`src/hw/rtl/imf_pkg.sv`:
```
package imf_pkg;

    localparam int MaxWidth  = 128;
    localparam int MaxHeight = 128;
    localparam int MaxWindow = 49;
    localparam int ColW      = 7;
    localparam int RowW      = 7;
    localparam int AddrW     = ColW + RowW;
    localparam int PixW      = 32;
    localparam int CountW    = 6;
    localparam int QueueDepth = 2;

    localparam logic       OP_STORE = 1'b0;
    localparam logic       OP_QUERY = 1'b1;

    localparam logic [1:0] REG_WIDTH  = 2'd0;
    localparam logic [1:0] REG_HEIGHT = 2'd1;
    localparam logic [1:0] REG_KERNEL = 2'd2;

    // One classified command between the front and the back.
    typedef struct packed {
        logic               query;
        logic               pos_error;
        logic [ColW-1:0]    column;
        logic [RowW-1:0]    row;
        logic [PixW-1:0]    pixel;
        logic [7:0]         width;
        logic [7:0]         height;
        logic [2:0]         side;
    } cmd_t;

endpackage

```
`src/hw/rtl/imf_front.sv`:
```
module imf_front (
    input  logic                  clk,
    input  logic                  rst_n,
    input  logic                  cfg_we,
    input  logic [1:0]            cfg_index,
    input  logic [7:0]            cfg_data,
    input  logic                  s_tvalid,
    output logic                  s_tready,
    input  logic [47:0]           s_tdata,
    output logic                  cmd_valid,
    input  logic                  cmd_ready,
    output imf_pkg::cmd_t         cmd
);

    logic [7:0] width_reg;
    logic [7:0] height_reg;
    logic [2:0] kernel_reg;

    imf_pkg::cmd_t queue_reg [imf_pkg::QueueDepth];
    logic [1:0]    count_reg;
    logic          wptr_reg;
    logic          rptr_reg;

    imf_pkg::cmd_t incoming;
    logic [7:0]    w_eff;
    logic [7:0]    h_eff;
    logic          push;
    logic          pop;

    always_comb
    begin
        w_eff = (width_reg > 8'(imf_pkg::MaxWidth)) ? 8'(imf_pkg::MaxWidth) : width_reg;
        h_eff = (height_reg > 8'(imf_pkg::MaxHeight)) ? 8'(imf_pkg::MaxHeight) : height_reg;
        incoming.query  = s_tdata[0];
        incoming.column = s_tdata[7:1];
        incoming.row    = s_tdata[14:8];
        incoming.pixel  = s_tdata[46:15];
        incoming.width  = w_eff;
        incoming.height = h_eff;
        incoming.side   = (kernel_reg == 3'd5 || kernel_reg == 3'd7) ? kernel_reg : 3'd3;
        incoming.pos_error = ({1'b0, s_tdata[7:1]} >= w_eff) ||
                             ({1'b0, s_tdata[14:8]} >= h_eff);
    end

    assign s_tready  = (count_reg != 2'd2);
    assign push      = s_tvalid && s_tready;
    assign cmd_valid = (count_reg != 2'd0);
    assign pop       = cmd_valid && cmd_ready;
    assign cmd       = queue_reg[rptr_reg];

    always_ff @(posedge clk or negedge rst_n)
    begin
        if (!rst_n)
        begin
            width_reg  <= 8'd64;
            height_reg <= 8'd64;
            kernel_reg <= 3'd3;
        end
        else if (cfg_we)
        begin
            unique case (cfg_index)
                imf_pkg::REG_WIDTH:  width_reg  <= cfg_data;
                imf_pkg::REG_HEIGHT: height_reg <= cfg_data;
                imf_pkg::REG_KERNEL: kernel_reg <= cfg_data[2:0];
                default: ;
            endcase
        end
    end

    always_ff @(posedge clk or negedge rst_n)
    begin
        if (!rst_n)
        begin
            count_reg <= 2'd0;
            wptr_reg  <= 1'b0;
            rptr_reg  <= 1'b0;
        end
        else
        begin
            if (push)
                wptr_reg <= ~wptr_reg;
            if (pop)
                rptr_reg <= ~rptr_reg;
            count_reg <= count_reg + 2'(push) - 2'(pop);
        end
    end

    always_ff @(posedge clk)
    begin
        if (push)
            queue_reg[wptr_reg] <= incoming;
    end

    assert property (@(posedge clk) disable iff (!rst_n) count_reg <= 2'd2)
        else $error("queue count overflow");
    assert property (@(posedge clk) disable iff (!rst_n)
        (count_reg == 2'd0) |-> (wptr_reg == rptr_reg))
        else $error("empty queue with unequal pointers");
    assert property (@(posedge clk) disable iff (!rst_n)
        (push && !pop) |=> (count_reg == $past(count_reg) + 2'd1))
        else $error("push not counted");

endmodule

```
`config.mk`:
```
export PLATFORM = sky130hd
export DESIGN_NAME = imf_front
export DESIGN_NICKNAME = d
export VERILOG_FILES = /design/src/hw/rtl/imf_pkg.sv /design/src/hw/rtl/imf_front.sv
export SDC_FILE = /design/constraint.sdc
export NUM_CORES = 1
export LEC_CHECK = 0
export BUFFER_PORTS_ARGS = -buffer_cell sky130_fd_sc_hd__buf_2
export CORE_MARGIN = 2
export CORE_UTILIZATION = 50
export CTS_BUF_LIST = sky130_fd_sc_hd__clkbuf_4 sky130_fd_sc_hd__clkbuf_8 sky130_fd_sc_hd__clkbuf_16
export DETAILED_ROUTE_END_ITERATION = 12
export PLACE_DENSITY = 0.74
export SYNTH_ARGS = -nofsm -noshare
export SYNTH_HDL_FRONTEND = slang
export SYNTH_SLANG_ARGS = --single-unit
export TNS_END_PERCENT = 5
```
`constraint.sdc`:
```
create_clock -name clk -period 9.19 [get_ports clk]
set_input_delay 2.757 -clock clk [delete_from_list [all_inputs] [get_ports clk]]
set_output_delay 2.757 -clock clk [all_outputs]
set_load 0.02 [all_outputs]
```
==> summary.md <==
| Metric | Value |
|---|---|
| Status | `finished, final reports clean` |
| Slew Viols, Final | `0` |
| Min cycle time layout | `4.82 ns` |
| CP max-delay cell | `dfrtp_4` |
| Top cells by area, synth | `edfxtp_1 65%, mux2_2 16%, dfrtp_1 7.6%` |
| Final Non-Filler Cells | `655` |
| Mean post-synth cell area | `18.6 um^2` |
| Yosys warning count | `0` |
| H-Tree Depth | `4` |
| Clk sinks | `157` |
| Psw | `0.761 mW` |
| Dominant synthesized flop cell | `edfxtp_1` |
| Critical Path Source Type | `flop` |
| First-pass DRT Iterations | `4` |
| Reg power frac | `43.4%` |
| Data required, critical path | `6.43 ns` |
| ANT cells | `0` |
| Register area share after synthesis | `73.9%` |
| Total die area | `13400 um^2` |
| P_int | `1.74 mW` |
| CTS tree | `done` |
| Post-synth ARST share | `14.6%` |
| Hold path start | `count_reg[1]` |
| RSZ-0062 raised after global routing | `no` |
| Crit Path Category | `reg2out` |
| Routed Antenna Nets | `0` |
| Max Clock Skew | `0.0112 ns` |
| Share of the synthesized area in the top cell type | `64.6%` |
| CP max FO | `68` |
| FF+latch count, synth | `157` |
| Synth Instances | `335` |
| Total grt overflow | `0` |
| TNS Setup | `0 ns` |
| Final Cell Area | `7660 um^2` |
| Final Cycle Share | `52.5%` |
| Slew Limit Headroom | `36.5%` |
| Synth cell types | `33` |
| Average vias per placed instance | `5.00` |
| Inst Count DP | `623` |
| WL final | `10.6 mm` |
| DR WL/cell | `16.2 um` |
| Area Overhead vs Synth | `23.0%` |
| DR vias | `3276` |
| Initial antenna violation count | `0` |
| Root buffer cell | `clkbuf_16` |
| Critical path endpoint category | `primary output` |
| Pleak | `3.03 nW` |
| Layout cells sized above 1 | `53.0%` |
| Peak supply drop | `362 uV` |
| Detailed Place HPWL | `6.76 mm` |
| Hold Vio Cnt, Final | `0` |
| Routability congestion estimate | `0.705` |
| Largest register FFs | `134` |
| Most frequent cells in the layout | `134 x edfxtp_1, 130 x buf_2, 86 x mux2_2` |
| IO Count | `132` |
| Pin count of the biggest net entering global routing | `69` |
| Setup Buffers After CTS | `0` |
| Pwr/cell area | `326 nW/um^2` |
| DRC violations left | `0` |
| First-pass GRT wire length | `15.9 mm` |
| Post-synthesis cell area | `6230 um^2` |
| CP arrival | `2.07 ns` |
| TritonCTS Buffers | `17` |
| Die width | `116 um` |
| DRT iter0 DRCs | `133` |
| Most common cell after layout, fill and taps aside | `edfxtp_1` |
| Number of placement rows | `40` |
| FMAX | `207 MHz` |
| Worst path max stage delay | `1.04 ns` |
| Post-synth EDFFs | `134` |
| Port Buf Inserts | `130` |
| Comb pwr share | `27.7%` |
| Reg-to-Reg Start | `count_reg[1]` |
| Final #Nets | `553` |
| Worst hold slack | `0.496 ns` |
| DIE HEIGHT | `116 um` |
| Critical-path cell list | `mux2_2 -> buf_2` |
| FILL cells | `884` |
| # setup viols final | `0` |
| Crit path from | `rptr_reg` |
| Worst-margin pin slew | `0.952 ns` |
| Post-CTS resize count | `0` |
| Post-synth top area cell | `edfxtp_1` |
| HP Class | `reg2reg` |
| DP Area | `7040 um^2` |
| MaxCap Viol Count | `0` |
| # hold bufs at CTS | `0` |
| Starting Density | `51.6%` |
| Vias in the first global route | `3342` |
| Core Region | `12100 um^2` |
| Clk Latency, worst-skew pair | `0.42 ns` |
| Clock Tree Buf Depth | `2` |
| Clock slew at reported path FFs | `0.06 ns` |
| Sw frac | `30.5%` |
| Global Route Usage Sum | `16.3%` |
| Clock share of power | `28.9%` |
[path summary, 6_finish.rpt]
| path | end | slack [ns] | cells after the start |
|---|---|---|---|
| worst min register to register | count_reg[1] | 0.50 | 1 |
| worst max-delay path | cmd[27] | 4.37 | 2 |
| worst min-delay path | count_reg[1] | 0.50 | 1 |
| min in group asynchronous | width_reg[2] | 2.30 | 1 |
| max in group asynchronous | rptr_reg | 6.50 | 1 |
| worst max register to register | queue_reg[0][60] | 6.82 | 4 |
[final cells by class]
cell class,count,area (um^2),share of cell area (%)
clock buffers,20,448,5.85
clock inverters,12,170,2.22
well taps,168,210,2.74
inverters,15,56.3,0.735
multi-input cells,152,1510,19.7
repair buffers,131,658,8.59
flip-flops and latches,157,4610,60.2
[power by group through the flow]
stage / Clock [mW] / Sequential [mW] / Combinational, mW
after CTS: 0.739 / 1.09 / 0.705
after global placement: 0 / 1.09 / 0.691
after floorplan: 0 / 1.03 / 0.560
final: 0.722 / 1.08 / 0.693
after global routing: 0.765 / 1.11 / 0.744
after detailed placement: 0 / 1.10 / 0.702
[synth_stat cells, drive strengths merged, types with 3 or more instances]
library cell and instances:
o21ai 3, dfstp 4, nor2 4, clkbuf 3, dfrtp 19, xnor2 3
edfxtp 134, nand2b 15, mux2 86, inv 15, ha 16, a21oi 3
buf 9
[worst max-delay path, delay by kind of cell (launching register included)]
family   cells  cell delay [ns]
buf+inv      1             0.16
mux          1             0.41
flops        1             1.04
[metrics by stage]
step	utilization [%]	power, mW	worst slack (ns)
2_1_floorplan	-	1.59	3.04
3_3_place_gp	58.4	1.78	4.50
5_1_grt	63.5	2.62	4.24
3_5_place_dp	58.4	1.80	4.42
6_report	63.5	2.50	4.37
4_1_cts	63.5	2.53	4.32
[kinds of logic (layout without fill, tap and decap cells)]
| logic type | count (synthesis) | count (layout) | share of synthesized area, % |
|---|---|---|---|
| buffers and inverters | 27 | 178 | 2.09 |
| other | 1 | 2 | 0.0602 |
| flip-flops | 157 | 157 | 73.9 |
| AND/OR/NAND/NOR | 33 | 33 | 3.52 |
| AO/OA/AOI/OAI | 11 | 11 | 1.08 |
| multiplexers | 86 | 86 | 15.5 |
| XOR/XNOR | 4 | 4 | 0.563 |
| adder cells (fa/ha/maj) | 16 | 16 | 3.21 |
[metal layers]
metal  up-vias  part of all wire (%)  global-route usage (%)
li1       1542                     -                       -
met1      1606                    42                    18.6
met2       108                    50                    27.9
met3        20                   6.6                    5.91
met4         0                   1.9                    6.98
met5         -                     0                       0
(Power assumes the default switching activity.)
